`src/hdl/assert_macros.svh`:
```
// Assertion macros shared by the RTL; the synthesis build gets empty bodies.
`ifndef ASSERT_MACROS_SVH
`define ASSERT_MACROS_SVH
`ifndef SYNTH
`define BFHA_ASSERT_ALWAYS(lbl, expr) \
    lbl: assert property (@(posedge clk) disable iff (!rst_n) (expr)) \
        else $error("assertion failed");
`define BFHA_ASSERT_NEXT(lbl, ante, cons) \
    lbl: assert property (@(posedge clk) disable iff (!rst_n) (ante) |=> (cons)) \
        else $error("assertion failed");
`else
`define BFHA_ASSERT_ALWAYS(lbl, expr)
`define BFHA_ASSERT_NEXT(lbl, ante, cons)
`endif
`endif

```
`src/hdl/bfha_pkg.sv`:
```
// ----------------------------------------------------------------------------
// bfha_pkg
// Types and constants shared by the best-fit allocator cells and top level.
// ----------------------------------------------------------------------------
package bfha_pkg;

    localparam int ADDR_W = 16;
    localparam int WIDE_W = 17;
    localparam int ARITH_W = 18;
    localparam int IDX_W = 8;   // slot index, up to 256 slots
    localparam int POS_W = 9;   // insert position, up to the slot count

    typedef enum logic [1:0] {
        ST_OK       = 2'd0,
        ST_NO_HEAP  = 2'd1,
        ST_BAD_ADDR = 2'd2,
        ST_FULL     = 2'd3
    } status_t;

    typedef enum logic [1:0] {
        ST_IDLE,
        ST_SCAN,
        ST_EXEC
    } state_t;

    typedef enum logic [1:0] {
        FOP_HOLD,
        FOP_WRITE,
        FOP_INSERT,
        FOP_REMOVE
    } free_op_t;

    typedef enum logic [1:0] {
        UOP_HOLD,
        UOP_SET,
        UOP_CLEAR
    } used_op_t;

    typedef struct packed {
        free_op_t            op;
        logic [POS_W-1:0]    idx;
        logic [ADDR_W-1:0]   start;
        logic [ADDR_W-1:0]   size;
    } free_cmd_t;

    typedef struct packed {
        used_op_t            op;
        logic [IDX_W-1:0]    idx;
        logic [ADDR_W-1:0]   start;
        logic [ADDR_W-1:0]   size;
    } used_cmd_t;

    // Best fit and last block at or below the freed header, carried cell to cell
    typedef struct packed {
        logic                fit_found;
        logic [IDX_W-1:0]    fit_idx;
        logic [ADDR_W-1:0]   fit_start;
        logic [ADDR_W-1:0]   fit_size;
        logic                le_found;
        logic [IDX_W-1:0]    le_idx;
        logic [ADDR_W-1:0]   le_start;
        logic [ADDR_W-1:0]   le_size;
    } free_scan_t;

    // First empty slot and the slot holding the freed address
    typedef struct packed {
        logic                slot_found;
        logic [IDX_W-1:0]    slot_idx;
        logic                match_found;
        logic [IDX_W-1:0]    match_idx;
        logic [ADDR_W-1:0]   match_size;
    } used_scan_t;

endpackage

```
`src/hdl/bfha_used_cell.sv`:
```
// ----------------------------------------------------------------------------
// bfha_used_cell
// One entry of the allocated-block table with its scan stage.
// ----------------------------------------------------------------------------
module bfha_used_cell #(
    parameter int IDX = 0
) (
    input  logic                        clk,
    input  logic                        rst_n,
    input  bfha_pkg::used_cmd_t         cmd,
    input  logic [15:0]                 addr,
    input  bfha_pkg::used_scan_t        scan_in,
    output bfha_pkg::used_scan_t        scan_out
);
    import bfha_pkg::*;

    localparam logic [IDX_W-1:0] MY_IDX = IDX_W'(IDX);

    logic              valid_reg, valid_next;
    logic [ADDR_W-1:0] start_reg;
    logic [ADDR_W-1:0] size_reg;
    used_scan_t        scan_reg, scan_next;

    always_comb
    begin
        valid_next = valid_reg;
        if (cmd.idx == MY_IDX)
        begin
            case (cmd.op)
                UOP_SET:   valid_next = 1'b1;
                UOP_CLEAR: valid_next = 1'b0;
                default:   valid_next = valid_reg;
            endcase
        end
    end

    always_comb
    begin
        scan_next = scan_in;
        if (!scan_in.slot_found && !valid_reg)
        begin
            scan_next.slot_found = 1'b1;
            scan_next.slot_idx   = MY_IDX;
        end
        if (!scan_in.match_found && valid_reg && start_reg == addr)
        begin
            scan_next.match_found = 1'b1;
            scan_next.match_idx   = MY_IDX;
            scan_next.match_size  = size_reg;
        end
    end

    always_ff @(posedge clk)
    begin
        if (cmd.op == UOP_SET && cmd.idx == MY_IDX)
        begin
            start_reg <= cmd.start;
            size_reg  <= cmd.size;
        end
    end

    always_ff @(posedge clk or negedge rst_n)
    begin
        if (!rst_n)
        begin
            valid_reg <= 1'b0;
            scan_reg  <= '0;
        end
        else
        begin
            valid_reg <= valid_next;
            scan_reg  <= scan_next;
        end
    end

    assign scan_out = scan_reg;

endmodule
```
`config.mk`:
```
export PLATFORM = sky130hd
export DESIGN_NAME = bfha_used_cell
export DESIGN_NICKNAME = d
export VERILOG_FILES = /design/src/hdl/assert_macros.svh /design/src/hdl/bfha_pkg.sv /design/src/hdl/bfha_used_cell.sv
export SDC_FILE = /design/constraint.sdc
export NUM_CORES = 1
export LEC_CHECK = 0
export BUFFER_PORTS_ARGS = -buffer_cell sky130_fd_sc_hd__buf_2
export CORE_MARGIN = 4
export CORE_UTILIZATION = 40
export DETAILED_ROUTE_END_ITERATION = 10
export GPL_TIMING_DRIVEN = 0
export PLACE_DENSITY = 0.73
export SLEW_MARGIN = 40
export SYNTH_ARGS = -nofsm -noshare
export SYNTH_HDL_FRONTEND = slang
export SYNTH_SLANG_ARGS = --single-unit
```
`constraint.sdc`:
```
create_clock -name clk -period 3.5 [get_ports clk]
set_input_delay 0.7 -clock clk [delete_from_list [all_inputs] [get_ports clk]]
set_output_delay 0.7 -clock clk [all_outputs]
set_load 0.01 [all_outputs]
```
==> summary.md <==
| Metric | Value |
|---|---|
| Critical path data arrival time | roughly 2.3 ns |
| Number of vias per cell | between 4 and 5 |
| Total gr overflow | 0 |
| Chip Width | ~86 um |
| Die Area | 7340 um^2 |
| PwrDens | 456 nW/um^2 |
| Number of antenna cells inserted | 0 |
| Final Max Slew Viols | 0 |
| Type of the tightest min-delay check | in -> async |
| Weighted congestion at the end of routability-driven global placement | between 0.7 and 0.8 |
| Final instance area | approximately 3400 um^2 |
| Post-DP HPWL | 3910 um |
| Maximum net fanout on the critical path | 10 |
| Post-route fraction of the period consumed by the critical path | about three fifths |
| Final-layout setup total negative slack | 0 ns |
| Flops & latches, synth | 67 |
| Fill cell count | 494 |
| CTS tree | built |
| Total Routing Usage GR | ~14% |
| First DRT Iteration DRCs | between 50 and 60 |
| H-tree Lvls | 3 |
| Top-Level Pins | about 130 |
| Share of flip-flops with an asynchronous set or reset | a little over half |
| Leading post-synthesis cells by cell area | sky130_fd_sc_hd__edfxtp_1, sky130_fd_sc_hd__dfrtp_1, sky130_fd_sc_hd__mux2_2 |
| Cell Area, Placed | 3170 um^2 |
| Clock input transition at the sequential cells of the worst setup and hold paths | ~0.080 ns |
| Vias in the first global route | between 1,500 and 2,000 |
| Seq/Total Area, Yosys | between 70% and 80% |
| Remaining routing DRC violations | 0 |
| Lkg Pwr | about 1.5 nW |
| Dominant cell type by area after synthesis | sky130_fd_sc_hd__edfxtp_1 |
| Top post-synthesis cells by count | sky130_fd_sc_hd__dfrtp_1, sky130_fd_sc_hd__edfxtp_1, sky130_fd_sc_hd__mux2_2 |
| DRT Pass-1 Iters | 4 |
| Pin count of the biggest net entering global routing | 36 |
| Post-DRT Antenna Nets | 0 |
| Relative slew slack | between 60% and 70% |
| Placeable core area | about 5900 um^2 |
| Power, Total | between 0.0015 and 0.002 W |
| Peak supply drop | between 300 and 400 uV |
| Number of antenna violations at the first check in global routing | 0 |
| Net count, final | 371 |
| Worst hold margin | slightly above 0.3 ns |
| Max-cap viol count | 0 |
| Number of buffers added for setup after CTS | 0 |
| Post-Route WL | around 5000 um |
| Critical Path Sink Type | register |
| Category of the most critical setup path | in -> reg |
| Dominant register cell in the synthesized netlist | sky130_fd_sc_hd__dfrtp_1 |
| Cell chosen for the clock root | sky130_fd_sc_hd__clkbuf_8 |
| Required time of the critical path | 3.71 ns |
| Count leader, synth | sky130_fd_sc_hd__dfrtp_1 |
| Clock Sink Count | between 60 and 70 |
| Crit path time final | roughly 2.0 ns |
| Unique cell type count in the Yosys netlist | 23 |
| Startpoint kind of the worst setup timing path | input pin |
| Synth Net Count | 232 |
| Instance count of the mapped netlist | roughly 140 |
| Initial core utilization | about two fifths |
| Post-Layout Cell Count | about 360 |
| Unrepaired setup endpoints after global routing | no |
| Core Rows | 28 |
| Die extent in y | 85.7 um |
| Number of placed instances, taps included | between 300 and 400 |
| Resized Gates After CTS | 0 |
| Via total after detailed routing | about 1,600 |
| Post-CTS Hold Fix Bufs | 0 |
| Area overhead of the layout relative to synthesis | 38.9% |
| Maximum buffer depth of the clock tree | 2 |
| Cts bufs inserted | 9 |
| Final number of hold-violating endpoints | 0 |
| Routed WL per cell | 14.0 um |
| Post-synth top area share | approximately 40% |
| Maximum clock frequency | 0.488 GHz |
| Post-synth EDFFs | 32 |
| Worst slew pin tran | about 0.46 ns |
| Global-route wire length before repair | 7800 um |
| Clock latency of the later-clocked register in the worst-skew pair | around 0.33 ns |
| Yosys warning count | 0 |
| Run status | complete, no violations |
| Max reg flops | 34 |
| Mean post-synth cell area | 17.7 um^2 |
| Count of buffers from port buffering | 127 |
| Final setup viols | 0 |
| Layout cell share with drive strength beyond 1 | 58.9% |
| Area of the mapped netlist | around 2400 um^2 |
| Clk_skew | around 0.0099 ns |
-- where the power goes --
group          internal, W  total [W]  switching, W
Combinational    0.0000690   0.000123     0.0000542
Sequential        0.000846   0.000851    0.00000513
Clock             0.000275   0.000555      0.000280
-- cell families (layout without fill, tap and decap cells) --
logic type                 Yosys count  in the layout  synth area share, %
xor gates and xnor gates            16             16                 5.81
DFF                                 67             67                 76.1
muxes                               16             16                 7.62
and+or+nand+nor                     29             29                 7.88
adders and majority gates            2              2                 1.04
buffers and inverters                4            148                0.985
AOI/OAI and AO/OA                    2              2                0.519
-- per-layer routing --
metal	up-vias	global-route usage [%]	wire length (um)
met2	72	24.8	2620
met5	-	0	0
met3	5	6.05	494
li1	757	-	-
met1	721	15.7	1800
met4	0	4.32	59
-- cell usage in the layout, fill, tap and decap left out, types with 2 or more instances in the layout --
cell type	Yosys	layout
sky130_fd_sc_hd__buf_2	0	126
sky130_fd_sc_hd__dfrtp_1	35	35
sky130_fd_sc_hd__edfxtp_1	32	32
sky130_fd_sc_hd__mux2_2	15	15
sky130_fd_sc_hd__xor2_1	12	12
sky130_fd_sc_hd__clkbuf_8	0	10
sky130_fd_sc_hd__nor2b_1	8	8
sky130_fd_sc_hd__and2_1	8	8
sky130_fd_sc_hd__xnor2_1	4	4
sky130_fd_sc_hd__nor4_1	4	4
sky130_fd_sc_hd__inv_1	2	2
sky130_fd_sc_hd__nand2b_1	2	2
sky130_fd_sc_hd__ha_1	2	2
sky130_fd_sc_hd__clkinv_2	0	2
sky130_fd_sc_hd__clkinvlp_4	0	2
-- critical path, stage by stage --
cell and delay (ns):
sky130_fd_sc_hd__buf_2 0.10, sky130_fd_sc_hd__xnor2_1 0.15, sky130_fd_sc_hd__nand4_1 0.12, sky130_fd_sc_hd__nor4b_2 0.30, sky130_fd_sc_hd__nand4_2 0.29, sky130_fd_sc_hd__clkbuf_2 0.27, sky130_fd_sc_hd__mux2_4 0.32
-- through the flow --
step	setup slack (ns)	utilization (%)
3_3_place_gp	0.722	53.4
5_1_grt	1.35	56.9
2_1_floorplan	1.22	-
4_1_cts	1.40	56.9
3_5_place_dp	1.06	53.9
6_report	1.45	56.9
-- cell type report --
type                            instances  area [um^2]  share of cell area (%)
Inverter                                2         7.51                   0.224
Clock buffer                           10          138                    4.11
Tap cell                               75         93.8                    2.80
Buffer                                  2         16.3                   0.485
Clock inverter                          6         40.0                    1.19
Multi-Input combinational cell         65          553                    16.5
Timing Repair Buffer                  128          666                    19.9
Sequential cell                        67         1840                    54.8
-- path summary, 6_finish.rpt --
path | from | endpoint | slack, ns | depth (start not counted)
min in group clk | size_reg[0] | scan_out[0] | 0.47 | 1
worst max-delay path | addr[3] | scan_out[15] | 1.45 | 7
max in group asynchronous | rst_n | scan_out[1] | 2.88 | 1
worst min-delay path | rst_n | scan_out[29] | 0.31 | 1
worst max register to register | start_reg[3] | scan_out[15] | 1.55 | 6
worst min register to register | size_reg[0] | scan_out[0] | 0.47 | 1
Power figures use the tool's default switching activity.
