==> config.mk <==
export PLATFORM = sky130hd
export DESIGN_NAME = bfha_free_cell
export DESIGN_NICKNAME = d
export VERILOG_FILES = /design/src/hdl/assert_macros.svh /design/src/hdl/bfha_pkg.sv /design/src/hdl/bfha_free_cell.sv
export SDC_FILE = /design/constraint.sdc
export NUM_CORES = 1
export LEC_CHECK = 0
export BUFFER_PORTS_ARGS = -buffer_cell sky130_fd_sc_hd__buf_4
export CORE_ASPECT_RATIO = 0.9
export CORE_UTILIZATION = 40
export CTS_CLUSTER_SIZE = 40
export DETAILED_ROUTE_END_ITERATION = 6
export MAX_ROUTING_LAYER = met4
export PLACE_DENSITY = 0.82
export SLEW_MARGIN = 20
export SYNTH_ARGS = -nofsm -noshare
export SYNTH_HDL_FRONTEND = slang
export SYNTH_SLANG_ARGS = --single-unit
==> constraint.sdc <==
create_clock -name clk -period 3.26 [get_ports clk]
set_input_delay 0.163 -clock clk [delete_from_list [all_inputs] [get_ports clk]]
set_output_delay 0.163 -clock clk [all_outputs]
set_load 0.1 [all_outputs]
==> src/hdl/assert_macros.svh <==
// Assertion macros shared by the RTL; the synthesis build gets empty bodies.
`ifndef ASSERT_MACROS_SVH
`define ASSERT_MACROS_SVH
`ifndef SYNTH
`define BFHA_ASSERT_ALWAYS(lbl, expr) \
    lbl: assert property (@(posedge clk) disable iff (!rst_n) (expr)) \
        else $error("assertion failed");
`define BFHA_ASSERT_NEXT(lbl, ante, cons) \
    lbl: assert property (@(posedge clk) disable iff (!rst_n) (ante) |=> (cons)) \
        else $error("assertion failed");
`else
`define BFHA_ASSERT_ALWAYS(lbl, expr)
`define BFHA_ASSERT_NEXT(lbl, ante, cons)
`endif
`endif

==> src/hdl/bfha_pkg.sv <==
// ----------------------------------------------------------------------------
// bfha_pkg
// Types and constants shared by the best-fit allocator cells and top level.
// ----------------------------------------------------------------------------
package bfha_pkg;

    localparam int ADDR_W = 16;
    localparam int WIDE_W = 17;
    localparam int ARITH_W = 18;
    localparam int IDX_W = 8;   // slot index, up to 256 slots
    localparam int POS_W = 9;   // insert position, up to the slot count

    typedef enum logic [1:0] {
        ST_OK       = 2'd0,
        ST_NO_HEAP  = 2'd1,
        ST_BAD_ADDR = 2'd2,
        ST_FULL     = 2'd3
    } status_t;

    typedef enum logic [1:0] {
        ST_IDLE,
        ST_SCAN,
        ST_EXEC
    } state_t;

    typedef enum logic [1:0] {
        FOP_HOLD,
        FOP_WRITE,
        FOP_INSERT,
        FOP_REMOVE
    } free_op_t;

    typedef enum logic [1:0] {
        UOP_HOLD,
        UOP_SET,
        UOP_CLEAR
    } used_op_t;

    typedef struct packed {
        free_op_t            op;
        logic [POS_W-1:0]    idx;
        logic [ADDR_W-1:0]   start;
        logic [ADDR_W-1:0]   size;
    } free_cmd_t;

    typedef struct packed {
        used_op_t            op;
        logic [IDX_W-1:0]    idx;
        logic [ADDR_W-1:0]   start;
        logic [ADDR_W-1:0]   size;
    } used_cmd_t;

    // Best fit and last block at or below the freed header, carried cell to cell
    typedef struct packed {
        logic                fit_found;
        logic [IDX_W-1:0]    fit_idx;
        logic [ADDR_W-1:0]   fit_start;
        logic [ADDR_W-1:0]   fit_size;
        logic                le_found;
        logic [IDX_W-1:0]    le_idx;
        logic [ADDR_W-1:0]   le_start;
        logic [ADDR_W-1:0]   le_size;
    } free_scan_t;

    // First empty slot and the slot holding the freed address
    typedef struct packed {
        logic                slot_found;
        logic [IDX_W-1:0]    slot_idx;
        logic                match_found;
        logic [IDX_W-1:0]    match_idx;
        logic [ADDR_W-1:0]   match_size;
    } used_scan_t;

endpackage

==> src/hdl/bfha_free_cell.sv <==
// ----------------------------------------------------------------------------
// bfha_free_cell
// One entry of the address-sorted free list with its scan stage.
// ----------------------------------------------------------------------------
module bfha_free_cell #(
    parameter int IDX = 0
) (
    input  logic                        clk,
    input  logic                        rst_n,
    input  logic                        valid,
    input  bfha_pkg::free_cmd_t         cmd,
    input  logic [15:0]                 left_start,
    input  logic [15:0]                 left_size,
    input  logic [15:0]                 right_start,
    input  logic [15:0]                 right_size,
    input  logic [15:0]                 req_bytes,
    input  logic [15:0]                 hdr_addr,
    input  bfha_pkg::free_scan_t        scan_in,
    output logic [15:0]                 start,
    output logic [15:0]                 size,
    output bfha_pkg::free_scan_t        scan_out
);
    import bfha_pkg::*;

    localparam logic [POS_W-1:0] MY_POS = POS_W'(IDX);

    logic [ADDR_W-1:0] start_reg, start_next;
    logic [ADDR_W-1:0] size_reg, size_next;
    free_scan_t        scan_reg, scan_next;
    logic              fits;

    always_comb
    begin
        start_next = start_reg;
        size_next  = size_reg;
        case (cmd.op)
            FOP_WRITE:
            begin
                if (cmd.idx == MY_POS)
                begin
                    start_next = cmd.start;
                    size_next  = cmd.size;
                end
            end
            FOP_INSERT:
            begin
                if (MY_POS > cmd.idx)
                begin
                    start_next = left_start;
                    size_next  = left_size;
                end
                else if (MY_POS == cmd.idx)
                begin
                    start_next = cmd.start;
                    size_next  = cmd.size;
                end
            end
            FOP_REMOVE:
            begin
                if (MY_POS >= cmd.idx)
                begin
                    start_next = right_start;
                    size_next  = right_size;
                end
            end
            default:
            begin
                start_next = start_reg;
            end
        endcase
    end

    always_comb
    begin
        scan_next = scan_in;
        fits = valid && (size_reg >= req_bytes);
        // strict compare keeps the lower address on ties
        if (fits && (!scan_in.fit_found || size_reg < scan_in.fit_size))
        begin
            scan_next.fit_found = 1'b1;
            scan_next.fit_idx   = IDX_W'(IDX);
            scan_next.fit_start = start_reg;
            scan_next.fit_size  = size_reg;
        end
        if (valid && start_reg <= hdr_addr)
        begin
            scan_next.le_found = 1'b1;
            scan_next.le_idx   = IDX_W'(IDX);
            scan_next.le_start = start_reg;
            scan_next.le_size  = size_reg;
        end
    end

    always_ff @(posedge clk)
    begin
        start_reg <= start_next;
        size_reg  <= size_next;
    end

    always_ff @(posedge clk or negedge rst_n)
    begin
        if (!rst_n)
        begin
            scan_reg <= '0;
        end
        else
        begin
            scan_reg <= scan_next;
        end
    end

    assign start    = start_reg;
    assign size     = size_reg;
    assign scan_out = scan_reg;

endmodule

==> results.toml, run 1 <==
[run_status]
status = "finished clean"

[synthesis]
synthFlopType = "dfrtp_1"
synth_area_um2 = 6840
ys_seq_elements = 114
synth_common_cells = "82 x dfrtp_1, 72 x o21ai_0, 66 x nor2b_1"
synth_top_area_cell = "dfrtp_1"
ys_warn_count = 0
synthesis.nets = 948
yosys-top-cells-area = "dfrtp_1 30%, edfxtp_1 14%, ha_1 9.0%, mux2_4 7.0%, nor2b_1 6.0%"
synth_cells = 675
syn_area_per_cell_um2 = 10.1
synth-seq-area-share_pct = 44.1
synth_top_area_share_pct = 30.0
ys_types = 36
post-synth-top-count-cell = "dfrtp_1"
synth-edff-count = 32
postSynth.asyncResetShare_pct = 71.9

[timing]
rsz0062_at_grt = "no"
setup-tns-final_ps = 0
hold_violations = 0
setup_viol = 0
fin_skew_ps = 11.6
timing.hold.ws_ps = 31.4
slew-limit-headroom_pct = 25.7
tightest_slew_ps = 1110
post-route-min-period_ps = 2830
fin_crit_sh_pct = 86.8
fin_ws_ps = 431
max_freq_mhz = 353
maxSlewViolCount = 0

[clock_network]
clock_latency_ps = 410
cts_sinks = 114
root_buffer = "clkbuf_16"
cts.path.max_buffers = 2
post_cts_buffers = 0
clk_pin_slew_worst_paths_ps = 60
cts.htree.levels = 4
cts_tree = "done"
numCtsBuffers = 17

[final_layout]
diodes = 0
largest_reg_flops = 82
area_delta_synth_final_pct = 54.2
final_cell_area_um2 = 10500
post-route-util_pct = 64.3
layout-drive-gt1-share_pct = 38.9
num-fill-cells = 1269
nets = 1304
fin_cells = 1251

[pwr]
power_mw = 6.17
power_density_nw_per_um2 = 585
leakage_nw = 5.28
ir_drop_v = 0.000329

[detailed_routing]
dr.first_iter.drc_count = 503
avgViaCountPerCell = 5.41
via_count = 6769
routedWlPerCell_um = 19.1
first_pass_iters = 5
postRouteAntennaNets = 0
drc_errors = 0
wl_um = 23900

[floorplan]
boundaryPins = 338
design.core.area_um2 = 16400
dieArea_um2 = 17600
die_y_um = 126
rows = 44
die_x_um = 140
start_util_pct = 41.7

[worst_setup_path]
cp.required_ps = 3600
path_class = "reg -> reg"
end_kind = "flop"
ff2ff_path_depth = 6
startpoint_type = "flop"
cp.arrival_ps = 3170
crit_fanout = 32
r2r_setup_slack_ps = 430

[place]
detailed_place.area_um2 = 9450
place_inst = 1169
place_ws_ps = 495
hpwl_um = 17300
port_buffers = 305
place.gp.congestion = 0.843

[global_route]
grt_pass1_wl_um = 36500
grt_usage_pct = 27.9
grt_overflow = 0
antenna_found_initial = 0
first_global_vias = 6758
grt_max_degree = 71

[min_path]
whs_path_depth = 3
hold_class = "in -> reg"

[job]
max-cap-violations = 0
## cell usage in the layout (no fill, tap or decap), types with 2 or more instances in the layout
cell type        n
o211ai_1         3
o21ai_0         72
clkbuf_16       17
mux2_4          32
a21oi_1         19
ha_1            49
o21a_1           2
nor2b_1         65
nand2_1         40
nor2_1           4
nor3_1           2
nand3_1         33
clkinv_4         4
mux2i_1         32
edfxtp_1        32
nand4_1         40
a21boi_0         8
nor4_2           2
dlygate4sd3_1   50
a31oi_1         32
and2_1           8
a21o_1           5
inv_6            6
inv_1           50
buf_4          332
bufinv_16        2
dfrtp_1         82
nand2b_1         4
## worst paths after layout
| path | startpoint | end |
|---|---|---|
| worst max-delay path | start[11] | scan_out[17] |
| worst min-delay path | right_size[2] | size[2] |
| worst max register to register | start[11] | scan_out[17] |
| worst min register to register | size[4] | scan_out[45] |
| max in group asynchronous | rst_n | scan_out[68] |
| min in group asynchronous | rst_n | scan_out[49] |
## repair_timing
action,4_1_cts,5_1_grt
hold buffers,49,1
endpoints found under the hold margin,117,1
gates resized for setup,0,0
## metal layers
layer	vias to the layer above	share of wire [%]	GRT usage, %
li1	3146	-	-
met1	3212	42	34.2
met2	348	48	45.1
met3	63	6.3	4.49
met4	0	3.3	13.3
met5	-	0	-
## layout make-up
type	instances	area, um^2	share of cell area [%]
clock buffer	17	425	4.03
clock inverter	15	173	1.64
inverter	50	188	1.78
multi-input combinational	466	3500	33.2
sequential	114	3010	28.6
tap	207	259	2.46
timing repair buffer	382	2990	28.4
## critical path, cell delays in order (launching register included)
cell and delay (ps):
edfxtp_1 520, ha_1 380, nand2_1 50, o21ai_0 410, a221o_1 980, o21ai_0 280
nand3_1 120
## power by group
part | total [mW] | internal, mW | switching [mW] | leakage [nW]
Combinational | 2.50 | 0.699 | 1.80 | 3.72
Clock | 1.89 | 1.15 | 0.745 | 0.292
Sequential | 1.78 | 1.66 | 0.118 | 1.27
## cell families (layout without fill, tap and decap cells)
| logic type | count (synthesis) | in the layout | synth area share (%) |
|---|---|---|---|
| and+or+nand+nor | 203 | 203 | 16.4 |
| AOI/OAI and AO/OA | 149 | 149 | 13.0 |
| DFF | 114 | 114 | 44.1 |
| buffers and inverters | 95 | 464 | 5.67 |
| muxes | 65 | 65 | 11.9 |
| adders and majority gates | 49 | 49 | 8.96 |
(Power assumes the default switching activity.)
==> run 2, diff against run 1 <==
==> constraint.sdc (replaced) <==
create_clock -name clk -period 3.26 [get_ports clk]
set_input_delay 0.163 -clock clk [delete_from_list [all_inputs] [get_ports clk]]
set_output_delay 0.163 -clock clk [all_outputs]
set_load 0.05 [all_outputs]
==> run 2 against run 1 <==
  * Count of clock-buffer cells in the layout is 1 higher
  * First-iteration DRC count is 40% lower
  * Wire length is 2.7% lower
  * Cell count is 0.24% lower
  * Non-clock buffer count is 3 lower
  * Design area hardly changed
  * Worst hold slack worse by 9.3 ps
  * Flip-flop and latch count stayed put
  * Critical path depth stayed put
  * Largest power group is now the clock network
==> results.toml, run 2 (synthesized netlist as in run 1, its figures left out) <==
[final_layout]
num-fill-cells = 1298
ff_latch_area_um2 = 3010
largest_reg_flops = 82
multi_input_area_um2 = 3500
mostFrequentLayoutCells = "329 x buf_4, 82 x dfrtp_1, 72 x o21ai_0, 65 x nor2b_1, 50 x inv_1"
layout-drive-gt1-share_pct = 38.9
area_delta_synth_final_pct = 54.2
nets = 1301
layout_commonest_cell = "buf_4"
diodes = 0

[clock_network]
numCtsBuffers = 17
cts.path.max_buffers = 2
cts_tree = "done"
root_buffer = "clkbuf_16"
cts_sinks = 114
cts.htree.levels = 4
clk_pin_slew_worst_paths_ps = 60
clock_latency_ps = 410

[worst_setup_path]
cp_num_buf_inv = 0
max_stage_delay_ps = 990
r2r_setup_slack_ps = 440
startpoint_type = "flop"
ff2ff_path_depth = 6
crit_fanout = 32
cp_common_cell = "o21ai_0"
cp.required_ps = 3590
crit_chain = "ha_1 > a21oi_1 > o21ai_0 > a221o_1 > o21ai_0 > nand3_1"
cp.arrival_ps = 3160
slowest_stage = "a221o_1"
path_class = "reg -> reg"
crit_cells = 6
reg2reg_from = "start[9]"
worstReg2RegEnd = "scan_out[19]"
critPathTopFamily = "compound AO/OA/AOI/OAI gates"
end_kind = "flop"

[timing]
tightest_slew_ps = 1130
rsz0062_at_grt = "no"
setup_viol = 0
post-route-min-period_ps = 2820
setup-tns-final_ps = 0
maxSlewViolCount = 0
fin_crit_sh_pct = 86.7
hold_violations = 0
max_freq_mhz = 354
slew-limit-headroom_pct = 24.9
fin_skew_ps = 7.35

[detailed_routing]
postRouteAntennaNets = 0
wl_um = 23200
dr_wl_met3_um = 1250
met2_length_um = 11100
dr.first_iter.drc_count = 303
avgViaCountPerCell = 5.30
top_layer_used = "met4"
routedWlPerCell_um = 18.6
first_pass_iters = 4
wl_met1_um = 10200
via_count = 6609
drc_errors = 0

[pwr]
power_density_nw_per_um2 = 524
leakage_nw = 5.28
power_mw = 5.52
ir_drop_v = 0.000336

[floorplan]
dieArea_um2 = 17600
rows = 44
die_x_um = 140
die_y_um = 126
design.core.area_um2 = 16400
boundaryPins = 338
start_util_pct = 41.7

[run_status]
status = "finished clean"

[global_route]
grt_overflow = 0
first_global_vias = 6493
grt_usage_pct = 27.3
grt_max_degree = 83
grt_pass1_wl_um = 35600
antenna_found_initial = 0

[min_path]
worstHoldStart = "scan_in[37]"
worstHoldEndpoint = "scan_out[37]"
hold_class = "in -> reg"
whs_path_depth = 2

[job]
max-cap-violations = 0

[place]
place.gp.congestion = 0.828
hpwl_um = 16900
port_buffers = 305
-- run 2: final cells by class --
| cell class | count | area share (%) |
|---|---|---|
| flip-flops and latches | 114 | 28.6 |
| well taps | 207 | 2.46 |
| repair buffers | 379 | 28.3 |
| inverters | 50 | 1.78 |
| multi-input cells | 466 | 33.2 |
| clock inverters | 14 | 1.57 |
| clock buffers | 18 | 4.17 |
-- run 2: layer usage --
layer / vias to the layer above / global-route usage, %
met3: 50 / 4.14
met5: - / -
met4: 0 / 12.0
met1: 3119 / 34.7
li1: 3136 / -
met2: 304 / 43.4
-- run 2: worst max path at each step --
stage	startpoint	end	slack (ps)
floorplan	cmd[35]	size[0]	90
global placement	start[9]	scan_out[19]	470
detailed placement	start[9]	scan_out[19]	420
CTS	start[9]	scan_out[19]	390
global route	start[9]	scan_out[19]	230
finish	start[9]	scan_out[19]	440
-- run 2: power by group --
| group | internal, mW | switching [mW] |
|---|---|---|
| combinational | 0.698 | 1.14 |
| clock | 1.17 | 0.743 |
| sequential | 1.66 | 0.114 |
| total | 3.53 | 1.99 |
-- run 2: stage by stage --
stage / utilization, % / cells / instance area [um^2] / hold WS (ps) / setup WS [ps]
finish: 64.3 / 1248 / 10500 / 22.1 / 435
CTS: 64.2 / 1247 / 10500 / 5.26 / 388
detailed placement: 57.6 / 1168 / 9450 / 349 / 420
global route: 64.3 / 1248 / 10500 / 15.8 / 225
floorplan: - / 675 / 6840 / -133 / 94.5
global placement: 57.6 / 1168 / 9450 / 344 / 473
-- run 2: timing repair --
item	4_1_cts	5_1_grt
resized for setup	0	0
setup buffers	0	0
endpoints found under the hold margin	86	1
hold buffers	47	1
==> run 3, diff against run 2 <==
Settings changed: ABC_AREA from default to 1, CORE_AREA from default to 2 2 131 133, CORE_ASPECT_RATIO 0.9 to default, CORE_UTILIZATION 40 to default, DIE_AREA from default to 0 0 133 135, PLACE_DENSITY 0.82 to 0.8.
==> run 3 against run 2 <==
  * Design area down 6.3%
  * Setup slack gained 290 ps
  * Clock skew increased by 1.8 ps
  * Register-to-register slack improved by 290 ps
  * Synthesized cell count increased by 7.0%
  * Sequential power about the same
  * Sequential share of layout area up 1.9 points
  * Via count decreased by 1.1%
  * Fmax grew 11%
  * Cell count grew 5.5%
  * Worst hold slack lost 6.6 ps
  * Critical endpoint is now scan_out[58]
==> results.toml, run 3 <==
[synthesis]
syn_area_per_cell_um2 = 8.55
ys_types = 30
synthFlopType = "dfrtp_1"
yosys-top-cells-area = "dfrtp_1 33%, edfxtp_1 16%, nand2_1 13%, ha_1 9.9%, nand3_1 5.8%"
ys_warn_count = 0
ys_seq_elements = 114
synth_top_area_cell = "dfrtp_1"
postSynth.asyncResetShare_pct = 71.9
synth_top_area_share_pct = 33.3
synth-edff-count = 32
synth-seq-area-share_pct = 48.8
synth_common_cells = "218 x nand2_1, 82 x dfrtp_1, 73 x inv_1"
synthesis.nets = 995
post-synth-top-count-cell = "nand2_1"
synth_cells = 722
synth_area_um2 = 6170

[min_path]
hold_class = "in -> reg"
worstHoldStart = "scan_in[79]"
worstHoldEndpoint = "scan_out[79]"
whs_path_depth = 2

[floorplan]
die_x_um = 133
dieArea_um2 = 18000
design.core.area_um2 = 16400
rows = 47
start_util_pct = 37.6
die_y_um = 135
boundaryPins = 338

[global_route]
antenna_found_initial = 0
grt_overflow = 0
grt_pass1_wl_um = 34500
first_global_vias = 6652
grt_max_degree = 74
grt_usage_pct = 25.6

[timing]
slew-limit-headroom_pct = 33.2
maxSlewViolCount = 0
hold_violations = 0
setup_viol = 0
max_freq_mhz = 395
setup-tns-final_ps = 0
rsz0062_at_grt = "no"
fin_skew_ps = 9.12
post-route-min-period_ps = 2530
fin_crit_sh_pct = 77.7
tightest_slew_ps = 999

[final_layout]
final_cell_area_um2 = 9880
fin_cells = 1317
mostFrequentLayoutCells = "313 x buf_4, 218 x nand2_1, 82 x dfrtp_1, 73 x inv_1, 71 x nand3_1"
nets = 1357
layout_commonest_cell = "buf_4"
layout-drive-gt1-share_pct = 31.8
largest_reg_flops = 82
area_delta_synth_final_pct = 60.1
diodes = 0

[worst_setup_path]
crit_fanout = 32
end_kind = "flop"
ff2ff_path_depth = 12
cp.arrival_ps = 2820
reg2reg_from = "size[7]"
r2r_setup_slack_ps = 730
path_class = "reg -> reg"
worstReg2RegEnd = "scan_out[58]"
cp.required_ps = 3550
startpoint_type = "flop"

[pwr]
ir_drop_v = 0.000330
leakage_nw = 5.12
power_density_nw_per_um2 = 543
power_mw = 5.37

[clock_network]
post_cts_resized = 0
clk_pin_slew_worst_paths_ps = 50
cts.path.max_buffers = 2
clock_latency_ps = 400
root_buffer = "clkbuf_16"
cts_tree = "done"
cts_sinks = 114
cts.htree.levels = 4
holdBufCountCts = 70
post_cts_buffers = 0
numCtsBuffers = 17

[detailed_routing]
postRouteAntennaNets = 0
via_count = 6537
routedWlPerCell_um = 17.0
dr.first_iter.drc_count = 335
avgViaCountPerCell = 4.96
drc_errors = 0
first_pass_iters = 4
wl_um = 22400

[place]
place_inst = 1215
detailed_place.area_um2 = 8580
port_buffers = 305
place.gp.congestion = 0.884
hpwl_um = 15800

[run_status]
status = "finished clean"

[job]
max-cap-violations = 0
run 3: cell count changes in the layout (fill, tap and decap cells not counted), sizes merged, moves of 22 or more:
cell         previous run  this run
nand2                  40       221
nor2b                  66         0
nand4                  40         0
nand3                  34        71
mux2i                  33         0
mux2                   32         0
a31oi                  32         1
dlygate4sd3            48        70
run 3: how the worst max path moves through the flow:
| stage | slack [ps] | cells after the start | start | endpoint |
|---|---|---|---|---|
| floorplan | 840 | 3 | cmd[41] | size[0] |
| global placement | 810 | 12 | size[7] | scan_out[57] |
| detailed placement | 770 | 11 | size[13] | scan_out[58] |
| CTS | 760 | 12 | size[5] | scan_out[58] |
| global route | 500 | 10 | start[15] | scan_out[25] |
| finish | 730 | 12 | size[7] | scan_out[58] |
run 3: cells by family after synthesis:
| group | synth area share (%) |
|---|---|
| adders and majority gates | 9.94 |
| AOI/OAI and AO/OA | 10.5 |
| and+or+nand+nor | 22.5 |
| DFF | 48.8 |
| buffers and inverters | 8.25 |
run 3: per-layer routing:
layer | global-route usage (%) | vias up | wire length (um)
li1 | - | 3104 | -
met5 | - | - | 0
met3 | 4.95 | 68 | 1580
met4 | 11.5 | 0 | 788
met2 | 41.9 | 345 | 11000
met1 | 30.8 | 3020 | 9010
run 3: area by class of cell:
type                            instances  area [um^2]
Clock buffer                           25          497
Multi-Input combinational cell        492         2660
Fill cell                            1311         6530
Timing Repair Buffer                  383         3050
Inverter                               76          285
Clock inverter                          7         96.3
Sequential cell                       114         3010
Tap cell                              220          275
run 3: through the flow:
step                util [%]  setup slack, ps  hold WS (ps)
detailed placement      52.3              766           342
finish                  60.2              725          15.5
floorplan                  -              837          -133
global route            60.2              504          3.76
global placement        52.3              808           348
CTS                     60.2              755         0.771
run 3: critical path, cell delays in order, from the launching register on:
cell and delay (ps):
edfxtp_1 520, ha_1 350, nand2_1 60, inv_1 60, nand2_1 60, nand2_1 150
nor2_1 60, nand2_1 110, nand2_2 80, a21boi_4 410, nand2_4 330, nand2_1 160
nand2_1 70
run 3: power breakdown:
| group | switching [mW] | total [mW] | internal, mW |
|---|---|---|---|
| clock network | 0.647 | 1.86 | 1.21 |
| registers | 0.137 | 1.80 | 1.66 |
| logic | 1.11 | 1.71 | 0.594 |
